==> src/rtl/pcsg_pkg.sv <==
// ----------------------------------------------------------------------------
// pcsg_pkg
// Shared types, constants and a helper function for the Peano curve segment
// generator: register map, heading encoding and the segment color table.
// ----------------------------------------------------------------------------
package pcsg_pkg;

    // Default values for the top level parameters
    localparam int MAX_LEVELS_DEF = 7;
    localparam int COORD_BITS_DEF = 12;

    // Register port geometry
    localparam int APB_DATA_W = 32;
    localparam int APB_ADDR_W = 4;

    // Register field widths
    localparam int LEVELS_W   = 3;
    localparam int STEP_W     = 11;
    localparam int CFG_XY_W   = 12;

    // Digit counter: base 9, one digit per level
    localparam int               DIGIT_W   = 4;
    localparam logic [DIGIT_W-1:0] DIGIT_MAX = 4'd8;

    // Heading is kept modulo 36
    localparam int                 HEADING_W     = 6;
    localparam logic [HEADING_W-1:0] HEADING_START = 6'd28;
    localparam logic [HEADING_W-1:0] HEADING_LAST  = 6'd35;

    // Heading turn per old digit value: bit set means +1, clear means -1
    localparam logic [7:0] TURN_PLUS = 8'b1000_1110;

    // Color table, indexed by heading mod 9
    localparam int COLOR_N = 9;
    localparam int COLOR_IDX_W = 4;
    localparam logic [7:0] COL_R [COLOR_N] = '{8'd0, 8'd85, 8'd170, 8'd255, 8'd170,
                                               8'd85, 8'd0, 8'd0, 8'd0};
    localparam logic [7:0] COL_G [COLOR_N] = '{8'd255, 8'd170, 8'd85, 8'd0, 8'd0,
                                               8'd0, 8'd0, 8'd85, 8'd170};
    localparam logic [7:0] COL_B [COLOR_N] = '{8'd0, 8'd0, 8'd0, 8'd0, 8'd85,
                                               8'd170, 8'd255, 8'd170, 8'd85};

    // Register indexes (byte address / 4)
    typedef enum logic [1:0] {
        REG_LEVELS   = 2'd0,
        REG_STEP_LEN = 2'd1,
        REG_START_X  = 2'd2,
        REG_START_Y  = 2'd3
    } reg_idx_t;

    // Configuration register set
    typedef struct packed {
        logic [LEVELS_W-1:0] levels;
        logic [STEP_W-1:0]   step_len;
        logic [CFG_XY_W-1:0] start_x;
        logic [CFG_XY_W-1:0] start_y;
    } cfg_t;

    // Carry search result from the digit counter
    typedef struct packed {
        logic last;
        logic turn_plus;
    } dig_status_t;

    // Heading mod 9 for a heading below 36
    function automatic logic [COLOR_IDX_W-1:0] heading_mod9(input logic [HEADING_W-1:0] h);
        logic [HEADING_W-1:0] t;
        t = h;
        if (t >= 6'd27)
        begin
            t = t - 6'd27;
        end
        else if (t >= 6'd18)
        begin
            t = t - 6'd18;
        end
        else if (t >= 6'd9)
        begin
            t = t - 6'd9;
        end
        return t[COLOR_IDX_W-1:0];
    endfunction

endpackage

==> src/rtl/peano_curve_segment_generator_top.sv <==
// ----------------------------------------------------------------------------
// peano_curve_segment_generator_top
// Diagonal Peano curve generator, one line segment per accepted item.
// ----------------------------------------------------------------------------
// Each accepted item yields one segment (from point, to point, color and a
// last-segment flag), registered in the output register. A new item is
// taken every cycle as long as the output register is empty or being read,
// so the sustained rate is one segment per clock. The critical path is the
// carry search over the MAX_LEVELS base-9 digits followed by the heading
// update; the pen update is one COORD_BITS-wide add. Set restart on an item
// to begin the curve at the configured start point; after the last segment
// the next item starts the curve again. Writes to start_x and start_y take
// effect at the next restart or curve end, levels and step_len at once.
// ----------------------------------------------------------------------------
module peano_curve_segment_generator_top #(
    parameter int MAX_LEVELS = pcsg_pkg::MAX_LEVELS_DEF,
    parameter int COORD_BITS = pcsg_pkg::COORD_BITS_DEF
) (
    input  logic                            clk,
    input  logic                            rst_n,
    // Configuration port
    input  logic                            psel,
    input  logic                            penable,
    input  logic                            pwrite,
    input  logic [pcsg_pkg::APB_ADDR_W-1:0] paddr,
    input  logic [pcsg_pkg::APB_DATA_W-1:0] pwdata,
    output logic [pcsg_pkg::APB_DATA_W-1:0] prdata,
    output logic                            pready,
    // Input channel
    input  logic                            in_valid,
    output logic                            in_ready,
    input  logic                            restart,
    // Output channel
    output logic                            out_valid,
    input  logic                            out_ready,
    output logic [COORD_BITS-1:0]           from_x,
    output logic [COORD_BITS-1:0]           from_y,
    output logic [COORD_BITS-1:0]           to_x,
    output logic [COORD_BITS-1:0]           to_y,
    output logic [7:0]                      red,
    output logic [7:0]                      green,
    output logic [7:0]                      blue,
    output logic                            last_segment
);
    import pcsg_pkg::*;

    cfg_t                  cfg;
    dig_status_t           dig;
    logic                  accept;

    logic [COORD_BITS-1:0] pen_x_reg, pen_x_next;
    logic [COORD_BITS-1:0] pen_y_reg, pen_y_next;
    logic [HEADING_W-1:0]  heading_reg, heading_next;
    logic [COORD_BITS-1:0] start_x_c, start_y_c;
    logic [COORD_BITS-1:0] fx, fy, tx, ty, step_c;
    logic [HEADING_W-1:0]  h_eff, h_turn;
    logic [COLOR_IDX_W-1:0] ci;

    logic                  out_valid_reg;
    logic [COORD_BITS-1:0] from_x_reg, from_y_reg, to_x_reg, to_y_reg;
    logic [7:0]            red_reg, green_reg, blue_reg;
    logic                  last_reg;

    pcsg_cfg u_cfg (
        .clk     (clk),
        .rst_n   (rst_n),
        .psel    (psel),
        .penable (penable),
        .pwrite  (pwrite),
        .paddr   (paddr),
        .pwdata  (pwdata),
        .prdata  (prdata),
        .pready  (pready),
        .cfg     (cfg)
    );

    pcsg_digit_counter #(
        .MAX_LEVELS (MAX_LEVELS)
    ) u_digits (
        .clk     (clk),
        .rst_n   (rst_n),
        .levels  (cfg.levels),
        .restart (restart),
        .advance (accept),
        .status  (dig)
    );

    // Take an item while the output register is free or draining
    assign in_ready = !out_valid_reg || out_ready;
    assign accept   = in_valid && in_ready;

    // Select pen state, restart returns to the start point
    assign start_x_c = COORD_BITS'(cfg.start_x);
    assign start_y_c = COORD_BITS'(cfg.start_y);
    assign step_c    = COORD_BITS'(cfg.step_len);
    assign fx        = restart ? start_x_c : pen_x_reg;
    assign fy        = restart ? start_y_c : pen_y_reg;
    assign h_eff     = restart ? HEADING_START : heading_reg;

    // Step along the diagonal picked by heading mod 4
    always_comb
    begin
        case (h_eff[1:0])
            2'd0:
            begin
                tx = fx + step_c;
                ty = fy + step_c;
            end
            2'd1:
            begin
                tx = fx + step_c;
                ty = fy - step_c;
            end
            2'd2:
            begin
                tx = fx - step_c;
                ty = fy - step_c;
            end
            default:
            begin
                tx = fx - step_c;
                ty = fy + step_c;
            end
        endcase
    end

    // Turn the heading by one, wrapping modulo 36
    always_comb
    begin
        if (dig.turn_plus)
        begin
            h_turn = (h_eff == HEADING_LAST) ? '0 : h_eff + HEADING_W'(1);
        end
        else
        begin
            h_turn = (h_eff == '0) ? HEADING_LAST : h_eff - HEADING_W'(1);
        end
    end

    assign ci = heading_mod9(h_eff);

    // Curve end goes back to the start, otherwise move the pen
    assign pen_x_next   = dig.last ? start_x_c : tx;
    assign pen_y_next   = dig.last ? start_y_c : ty;
    assign heading_next = dig.last ? HEADING_START : h_turn;

    // Hold pen and heading
    always_ff @(posedge clk or negedge rst_n)
    begin
        if (!rst_n)
        begin
            pen_x_reg   <= '0;
            pen_y_reg   <= '0;
            heading_reg <= HEADING_START;
        end
        else if (accept)
        begin
            pen_x_reg   <= pen_x_next;
            pen_y_reg   <= pen_y_next;
            heading_reg <= heading_next;
        end
    end

    // Output valid flag
    always_ff @(posedge clk or negedge rst_n)
    begin
        if (!rst_n)
        begin
            out_valid_reg <= 1'b0;
        end
        else if (in_ready)
        begin
            out_valid_reg <= in_valid;
        end
    end

    // Load the result item
    always_ff @(posedge clk)
    begin
        if (accept)
        begin
            from_x_reg <= fx;
            from_y_reg <= fy;
            to_x_reg   <= tx;
            to_y_reg   <= ty;
            red_reg    <= COL_R[ci];
            green_reg  <= COL_G[ci];
            blue_reg   <= COL_B[ci];
            last_reg   <= dig.last;
        end
    end

    assign out_valid    = out_valid_reg;
    assign from_x       = from_x_reg;
    assign from_y       = from_y_reg;
    assign to_x         = to_x_reg;
    assign to_y         = to_y_reg;
    assign red          = red_reg;
    assign green        = green_reg;
    assign blue         = blue_reg;
    assign last_segment = last_reg;

`ifndef SYNTHESIS
    // A curve end leaves the heading at its start value
    assert property (@(posedge clk) disable iff (!rst_n)
        accept && dig.last |=> heading_reg == HEADING_START)
    else $error("heading not restored after last segment");

    // A plain segment leaves the pen at its end point
    assert property (@(posedge clk) disable iff (!rst_n)
        accept && !dig.last |=> pen_x_reg == to_x_reg && pen_y_reg == to_y_reg)
    else $error("pen does not follow segment end");

    // Every accepted item lands in the output register
    assert property (@(posedge clk) disable iff (!rst_n)
        accept |=> out_valid_reg && last_reg == $past(dig.last))
    else $error("accepted item missing from output register");
`endif

endmodule

==> src/rtl/pcsg_cfg.sv <==
// ----------------------------------------------------------------------------
// pcsg_cfg
// APB-style register block: levels, step length and start point.
// ----------------------------------------------------------------------------
module pcsg_cfg (
    input  logic                            clk,
    input  logic                            rst_n,
    input  logic                            psel,
    input  logic                            penable,
    input  logic                            pwrite,
    input  logic [pcsg_pkg::APB_ADDR_W-1:0] paddr,
    input  logic [pcsg_pkg::APB_DATA_W-1:0] pwdata,
    output logic [pcsg_pkg::APB_DATA_W-1:0] prdata,
    output logic                            pready,
    output pcsg_pkg::cfg_t                  cfg
);
    import pcsg_pkg::*;

    cfg_t     cfg_reg;
    cfg_t     cfg_next;
    reg_idx_t idx;
    logic     wr_en;

    assign pready = 1'b1;
    assign idx    = reg_idx_t'(paddr[APB_ADDR_W-1:2]);
    assign wr_en  = psel && penable && pwrite && pready;
    assign cfg    = cfg_reg;

    // Decode writes
    always_comb
    begin
        cfg_next = cfg_reg;
        if (wr_en)
        begin
            unique case (idx)
                REG_LEVELS:   cfg_next.levels   = pwdata[LEVELS_W-1:0];
                REG_STEP_LEN: cfg_next.step_len = pwdata[STEP_W-1:0];
                REG_START_X:  cfg_next.start_x  = pwdata[CFG_XY_W-1:0];
                REG_START_Y:  cfg_next.start_y  = pwdata[CFG_XY_W-1:0];
            endcase
        end
    end

    // Hold register values
    always_ff @(posedge clk or negedge rst_n)
    begin
        if (!rst_n)
        begin
            cfg_reg.levels   <= LEVELS_W'(1);
            cfg_reg.step_len <= STEP_W'(1);
            cfg_reg.start_x  <= '0;
            cfg_reg.start_y  <= '0;
        end
        else
        begin
            cfg_reg <= cfg_next;
        end
    end

    // Decode reads
    always_comb
    begin
        unique case (idx)
            REG_LEVELS:   prdata = APB_DATA_W'(cfg_reg.levels);
            REG_STEP_LEN: prdata = APB_DATA_W'(cfg_reg.step_len);
            REG_START_X:  prdata = APB_DATA_W'(cfg_reg.start_x);
            REG_START_Y:  prdata = APB_DATA_W'(cfg_reg.start_y);
        endcase
    end

endmodule

==> src/rtl/pcsg_digit_counter.sv <==
// ----------------------------------------------------------------------------
// pcsg_digit_counter
// Base-9 digit counter that replaces the curve recursion. Finds the lowest
// digit that is not 8, reports its turn and whether the curve ends here.
// ----------------------------------------------------------------------------
module pcsg_digit_counter #(
    parameter int MAX_LEVELS = pcsg_pkg::MAX_LEVELS_DEF
) (
    input  logic                          clk,
    input  logic                          rst_n,
    input  logic [pcsg_pkg::LEVELS_W-1:0] levels,
    input  logic                          restart,
    input  logic                          advance,
    output pcsg_pkg::dig_status_t         status
);
    import pcsg_pkg::*;

    logic [DIGIT_W-1:0] digit_reg  [MAX_LEVELS];
    logic [DIGIT_W-1:0] digit_next [MAX_LEVELS];
    logic [DIGIT_W-1:0] base       [MAX_LEVELS];
    logic               carry;
    logic [2:0]         turn_digit;

    // Restart sees a cleared counter
    always_comb
    begin
        for (int k = 0; k < MAX_LEVELS; k++)
        begin
            base[k] = restart ? '0 : digit_reg[k];
        end
    end

    // Carry search: clear the run of 8s, bump the first digit that is not 8
    always_comb
    begin
        carry      = 1'b1;
        turn_digit = '0;
        for (int k = 0; k < MAX_LEVELS; k++)
        begin
            digit_next[k] = base[k];
            if (carry && (k < int'(levels)))
            begin
                if (base[k] == DIGIT_MAX)
                begin
                    digit_next[k] = '0;
                end
                else
                begin
                    turn_digit    = base[k][2:0];
                    digit_next[k] = base[k] + DIGIT_W'(1);
                    carry         = 1'b0;
                end
            end
        end
        // Curve end returns every digit to zero
        if (carry)
        begin
            for (int k = 0; k < MAX_LEVELS; k++)
            begin
                digit_next[k] = '0;
            end
        end
    end

    assign status.last      = carry;
    assign status.turn_plus = TURN_PLUS[turn_digit];

    // Advance the counter on each accepted item
    always_ff @(posedge clk or negedge rst_n)
    begin
        if (!rst_n)
        begin
            for (int k = 0; k < MAX_LEVELS; k++)
            begin
                digit_reg[k] <= '0;
            end
        end
        else if (advance)
        begin
            for (int k = 0; k < MAX_LEVELS; k++)
            begin
                digit_reg[k] <= digit_next[k];
            end
        end
    end

endmodule
==> config.mk <==
export PLATFORM = sky130hd
export DESIGN_NAME = peano_curve_segment_generator_top
export DESIGN_NICKNAME = d
export VERILOG_FILES = /design/src/rtl/pcsg_pkg.sv /design/src/rtl/peano_curve_segment_generator_top.sv /design/src/rtl/pcsg_cfg.sv /design/src/rtl/pcsg_digit_counter.sv
export SDC_FILE = /design/constraint.sdc
export NUM_CORES = 1
export LEC_CHECK = 0
export BUFFER_PORTS_ARGS = -buffer_cell sky130_fd_sc_hd__buf_2
export CAP_MARGIN = 15
export CORE_AREA = 2 2 141 143
export DETAILED_ROUTE_END_ITERATION = 16
export DIE_AREA = 0 0 143 145
export GPL_ROUTABILITY_DRIVEN = 0
export PLACE_DENSITY = 0.81
export SLEW_MARGIN = 20
export SYNTH_ARGS = -nofsm -noshare
export SYNTH_HDL_FRONTEND = slang
export SYNTH_SLANG_ARGS = --single-unit
==> constraint.sdc <==
create_clock -name clk -period 4.1 [get_ports clk]
set_clock_uncertainty 0.1 [all_clocks]
set_input_delay 1.025 -clock clk [delete_from_list [all_inputs] [get_ports clk]]
set_output_delay 1.025 -clock clk [all_outputs]
set_load 0.02 [all_outputs]
# After elaboration in Yosys (flattened, before gate mapping)
# Memories as Yosys holds them, arrays and structs flattened. A register that Yosys moved wholly into a read port is not among the register bits.
# Cells that the tools add are included.
word_totals:
  ff_bits: 146
  romBits: 392
  input_bits: 44
  out_inout_bits: 108
  wordCells: 151
  memories: 4
memory_table:
  columns: ["memory", "depth", "width", "rd", "rd_ports_with_merged_regs", "write_ports", "line_no", "source"]
  rows:
  - ["(no name shown)", 16, 8, 1, 1, 0, "peano_curve_segment_generator_top.sv:188", "blue_reg <= COL_B[ci];"]
  - ["(no name shown)", 16, 8, 1, 1, 0, "peano_curve_segment_generator_top.sv:187", "green_reg <= COL_G[ci];"]
  - ["(no name shown)", 16, 8, 1, 1, 0, "peano_curve_segment_generator_top.sv:186", "red_reg <= COL_R[ci];"]
  - ["(no name shown)", 8, 1, 1, 0, 0, "pcsg_digit_counter.sv:66", "assign status.turn_plus = TURN_PLUS[turn_digit];"]
classes:
  add_sub_neg: 16
  n_lt_le_gt_ge: 11
  n_eq_ne: 13
  mux: 66
  bitwise: 1
  reduce_logical: 20
ops:
  columns: ["cell", "n"]
  rows:
  - ["one-hot mux 32 bit (4 select lines)", 1]
  - ["2-to-1 mux 4 bit", 24]
  - ["2-to-1 mux 12 bit", 6]
  - ["2-to-1 mux 3 bit", 14]
  - ["2-to-1 mux 6 bit", 5]
  - ["adder 4 x 1 -> 4 bit (second input constant)", 7]
  - ["equality test 4 bit (second input constant)", 7]
  - ["2-to-1 mux 28 bit", 1]
  - ["adder 12 x 11 -> 12 bit", 2]
  - ["subtractor 12 x 11 -> 12 bit", 2]
  - ["2-to-1 mux 1 bit", 15]
  - [">= comparator 6 x 5 -> 1 bit (second input constant)", 2]
  - ["logical AND 1 bit", 9]
  - ["< comparator 3 bit (first input constant)", 3]
  - ["AND reduction 2 bit", 4]
  - ["subtractor 4 bit (second input constant)", 2]
  - ["adder 6 x 1 -> 6 bit (second input constant)", 1]
  - ["equality test 2 bit (second input constant)", 3]
  - ["equality test 6 bit (second input constant)", 1]
  - [">= comparator 6 x 4 -> 1 bit (second input constant)", 1]
  - ["logical NOT 6 bit", 1]
  - ["< comparator 1 x 3 -> 1 bit (first input constant)", 2]
  - ["< comparator 2 x 3 -> 1 bit (first input constant)", 2]
  - ["subtractor 6 x 1 -> 6 bit (second input constant)", 1]
  - ["other kinds (8)", 11]

# Depth between registers and ports, before layout
depth:
  word_depth: 20
  depth_mapped: 20
  mapped_depth_nobuf: 16

# Hierarchy
# A second synthesis with hierarchy kept.
unflattened:
  cells_unflattened: 930
  hier_area_um2: 9804.4
modules_own_cells:
  columns: ["mod", "instances", "cells_each", "area_each_um2", "seq_area_each_um2"]
  rows:
  - ["peano_curve_segment_generator_top", 1, 532, 5541.6, 2431.1]
  - ["pcsg_digit_counter", 1, 264, 2309.7, 700.7]
  - ["pcsg_cfg", 1, 134, 1953.1, 953.4]

# Least setup slack after synthesis
# Ideal clock, no wire load.
synth_path:
  kind: "input port to flip-flop"
  start: "in restart"
  end: "reg pen_y_reg[10]"
  setup_ps: 118
  t_arrival_ps: 4564
  required_time_ps: 3882
  setup_slack_ps: -682
  path_stages: 19
  n_path_buf: 4
  cell_sequence: "buf_6 clkinv_1 buf_1 nand2_1 clkbuf_1 ha_1 buf_2 mux2i_1 fa_1 a21o_1 a21oi_1 o21ai_0 a21oi_1 o21ai_0 a21o_1 a21o_1 a21oi_1 xnor2_1 a21o_1"
synth_between:
  elab_cells_between_ends: 43
  cone_classes: "add/sub: 2; eq/ne: 9; mux: 25; reduce/logical: 7"
synth_rtl:
  columns: ["item", "line_no", "source"]
  rows:
  - ["from (decl)", "peano_curve_segment_generator_top.sv:32", "input logic restart,"]
  - ["branches (longest 3 deep; another with adder 12 x 11 -> 12 bit)", null, null]
  - ["2-to-1 mux 12 bit (*)", null, null]
  - ["net ty[10]", "peano_curve_segment_generator_top.sv:55", "logic [COORD_BITS-1:0] fx, fy, tx, ty, step_c;"]
  - ["2-to-1 mux 12 bit (*)", "peano_curve_segment_generator_top.sv:144", "assign pen_y_next = dig.last ? start_y_c : ty;"]
  - ["to (signal assigned)", "peano_curve_segment_generator_top.sv:159", "pen_y_reg <= pen_y_next;"]
  - ["to (decl)", "peano_curve_segment_generator_top.sv:52", "logic [COORD_BITS-1:0] pen_y_reg, pen_y_next;"]
# Mark *: on every way through the listed nets, which the timed path passes.
# A chain may end at the register's enable or synchronous reset.

# Worst setup path in the final report
layout_path:
  start: "in restart"
  end: "reg pen_y_reg[11]"
layout_between:
  elab_chain_cells: 17
  elab_cells_between_ends: 43
  cone_classes: "add/sub: 2; eq/ne: 9; mux: 25; reduce/logical: 7"
layout_rtl:
  columns: ["item", "line_no", "source"]
  rows:
  - ["2-to-1 mux 4 bit", "pcsg_digit_counter.sv:29", "base[k] = restart ? '0 : digit_reg[k];"]
  - ["equality test 4 bit", "pcsg_digit_counter.sv:43", "if (base[k] == DIGIT_MAX)"]
  - ["2-to-1 mux 1 bit", "pcsg_digit_counter.sv:43", null]
  - ["2-to-1 mux 1 bit", "pcsg_digit_counter.sv:41", "if (carry && (k < int'(levels)))"]
  - ["2-to-1 mux 1 bit / logical AND 1 bit (equally long branches)", "pcsg_digit_counter.sv:43, pcsg_digit_counter.sv:41", null]
  - ["2-to-1 mux 1 bit", "pcsg_digit_counter.sv:41", null]
  - ["2-to-1 mux 1 bit / logical AND 1 bit (equally long branches)", "pcsg_digit_counter.sv:43, pcsg_digit_counter.sv:41", null]
  - ["2-to-1 mux 1 bit", "pcsg_digit_counter.sv:41", null]
  - ["2-to-1 mux 1 bit / logical AND 1 bit (equally long branches)", "pcsg_digit_counter.sv:43, pcsg_digit_counter.sv:41", null]
  - ["2-to-1 mux 1 bit", "pcsg_digit_counter.sv:41", null]
  - ["2-to-1 mux 1 bit / logical AND 1 bit (equally long branches)", "pcsg_digit_counter.sv:43, pcsg_digit_counter.sv:41", null]
  - ["2-to-1 mux 1 bit", "pcsg_digit_counter.sv:41", null]
  - ["2-to-1 mux 1 bit / logical AND 1 bit (equally long branches)", "pcsg_digit_counter.sv:43, pcsg_digit_counter.sv:41", null]
  - ["2-to-1 mux 1 bit", "pcsg_digit_counter.sv:41", null]
  - ["2-to-1 mux 1 bit / logical AND 1 bit (equally long branches)", "pcsg_digit_counter.sv:43, pcsg_digit_counter.sv:41", null]
  - ["2-to-1 mux 1 bit", "pcsg_digit_counter.sv:41", null]
  - ["2-to-1 mux 12 bit (*)", "peano_curve_segment_generator_top.sv:144", null]
# Every way passes the cells marked *; elsewhere a longest branch is shown, timed or not.

==> impl_metrics.ini <==
[timing]
layout_min_cycle_time_ns = 3.889
finalCritPeriodShare_pct = 94.85
final-setup-viol-count = 0
worst_pin_slew_ns = 0.8572
fmax_ghz = 0.2571
whs_ns = 0.3893
maxSlewViolCount = 0
rsz0062_at_grt = no
max_slew_margin_pct = 42.85
hold_violations = 0

[worst_setup_path]
start_kind = input pin
rr_worst_depth = 15
reg2reg_to = pen_x_reg[9]
endpoint_kind = register
setup.worst_path.start = restart
crit_path_max_fanout = 17
reg2reg_slack_ns = 0.54
critPathKind = input pin to register
worstPathRequired_ns = 4.29
worst_ep_arrival_time_ns = 4.08
rr_startpoint = u_cfg.cfg[24]

[detailed_routing]
avgRoutedWirePerCell_um = 18.02
ant_nets = 0
avgViaCountPerCell = 5.781
drc = 0
vias = 8001
drt_pass1_iterations = 6
routed_wl_um = 24940
drtIter0Drc = 491

[global_routing]
grt_usage_pct = 24.21
grt_start_max_net_pins = 98
grt_pass1_wl_um = 40210
grt_pass1_vias = 7972
antenna_found_initial = 1
grt-ovfl-total = 0

[hold_path]
min_path_type = register to register
min_from = pen_y_reg[0]
hold_end = pen_y_reg[0]
min_path_cells = 2

[clock_tree]
clock_path_buffers = 2
cts_root_buffer = clkbuf_16
clkTransAtPathRegs_ns = 0.06
htreeDepth = 4
cts_tree = built
clkLatencyLatePin_ns = 0.43
cts_made_buffers = 17
cts_sinks = 152

[floorplanning]
die_y_um = 145
die_width_um = 143
io_pins = 152
coreArea_um2 = 19210
std_cell_rows = 51
dieArea_um2 = 20740
initial_utilization_pct = 49.27

[synth]
async_flop_share_pct = 63.82
yosysWarnings = 0
ys_ff_latch = 152
ys_seq_area_share_pct = 43.17
synthFlopType = dfrtp_1
ys_types = 79
synth_edf_count = 55
syn_inst = 959
avgSynthCellArea_um2 = 9.867
netlist_area_um2 = 9463

[place]
port_buffers = 108
placed_area_um2 = 10680
dp_hpwl_um = 17410

[finish]
layout_commonest_cell = nand2_1
fill_cells = 1531
stdcell_area_um2 = 11300
mostFrequentLayoutCells = 121 x nand2_1, 107 x buf_2, 92 x dfrtp_1
largest_reg_flops = 38
drive_gt1_share_pct = 30.05
fin_nets = 1198
area_growth_pct = 19.37

[power_and_ir_drop]
powerDensity_nw_per_um2 = 684.7
total_power_mw = 7.734
worst_ir_drop_vdd_uv = 413.4
p_leak_nw = 5.114

[run_status]
status = finished, final reports clean

[run]
cap_violations = 0
-- area by class of cell --
cell class                 instances  area (um^2)  area share, %
tap                              265        331.6          2.935
inverter                          40        155.1          1.374
timing repair buffer             199         1264          11.19
multi-input combinational        696         4871          43.12
sequential                       152         4085          36.17
antenna                            1        2.502        0.02215
clock buffer                      20        436.7          3.866
clock inverter                    11        150.1          1.329
-- metal layers --
| layer | wire length [um] | GRT usage (%) |
|---|---|---|
| met1 | 9964 | 30.02 |
| met2 | 12570 | 40.62 |
| met3 | 1605 | 4.818 |
| met4 | 798 | 10.79 |
| met5 | 0 | 0 |
-- report_power, final --
group,total (mW),internal [mW],switching [mW]
clock,1.59,0.957,0.634
combinational,3.63,1.54,2.09
sequential,2.51,2.18,0.337
-- timing repair --
| action | 4_1_cts | 5_1_grt |
|---|---|---|
| hold endpoints to repair | 0 | 0 |
| hold buffers | 0 | 0 |
| setup buffers | 0 | 0 |
| endpoints found under the setup margin | 0 | 11 |
| resized for setup | 0 | 9 |
-- metrics by stage --
stage | setup WS, ns | instances | setup TNS, ns | util (%)
5_1_grt | 0.004514 | 1383 | 0 | 58.80
2_1_floorplan | -0.0001261 | 978 | -0.0001261 | -
4_1_cts | 0.1333 | 1383 | 0 | 58.64
6_report | 0.2110 | 1384 | 0 | 58.81
3_5_place_dp | -0.2595 | 1352 | -4.170 | 55.59
3_3_place_gp | -0.1725 | 1352 | -2.036 | 55.59
-- logic make-up (layout without fill, tap and decap cells) --
group	after synthesis	after routing	share of synthesized area, %
AND/OR/NAND/NOR	296	296	14.91
AO/OA/AOI/OAI	201	201	13.98
flip-flops	152	152	43.17
buffers and inverters	130	270	6.889
multiplexers	80	80	9.811
adder cells (fa/ha/maj)	49	49	6.624
XOR/XNOR	49	49	4.535
other	2	22	0.07936
-- critical path: stages --
cell      delay [ns]
buf_2           0.12
clkinv_2        0.17
buf_4           0.22
nand2_1         0.08
ha_1            0.18
and4bb_4        0.25
buf_4           0.12
nand3_1         0.09
nor3_1          0.42
buf_4           0.20
nor2_1          0.05
nand3_1         0.13
nand2_1         0.15
inv_1           0.17
buf_4           0.29
nor3_1          0.08
mux2i_1         0.20
nand3_1         0.12
-- worst max-delay path by stage --
stage                     end  slack (ns)  cells past startpoint
2_1_floorplan        to_y[11]     -0.0001                     18
3_3_place_gp    pen_y_reg[11]       -0.17                     17
3_5_place_dp     pen_x_reg[9]       -0.26                     16
4_1_cts         pen_y_reg[11]        0.13                     17
5_1_grt        heading_reg[1]       0.005                     16
6_report        pen_y_reg[11]        0.21                     18
-- synthesized netlist by cell type, drive strengths merged (3+ instances only) --
master	n	area [um^2]
edfxtp	55	1652
nor3b	7	52.55
dfstp	5	131.4
xor2	15	131.4
a31oi	14	87.58
nand4bb	4	45.04
o21bai	6	45.04
a32o	5	50.05
or2	3	18.77
o211ai	6	45.04
o21a	4	30.03
mux2	69	780.7
and4bb	3	41.29
nor2b	8	50.05
nand2	122	457.9
dfrtp	92	2302
inv	39	146.4
mux4	3	67.56
xnor2	34	297.8
buf	51	355.3
or3	4	25.02
a211oi	3	22.52
nand4	8	50.05
and3	7	43.79
ha	46	575.6
clkbuf	39	146.4
o31ai	8	60.06
nand3	30	155.1
a21o	12	90.09
nor2	66	252.7
nor3	17	90.09
a21oi	47	246.5
nand3b	3	22.52
o22ai	7	43.79
o2111ai	3	26.28
mux2i	8	80.08
nand2b	4	25.02
a22o	9	78.83
o21ai	53	265.3
o41ai	4	35.03
Power figures use the tool's default switching activity.
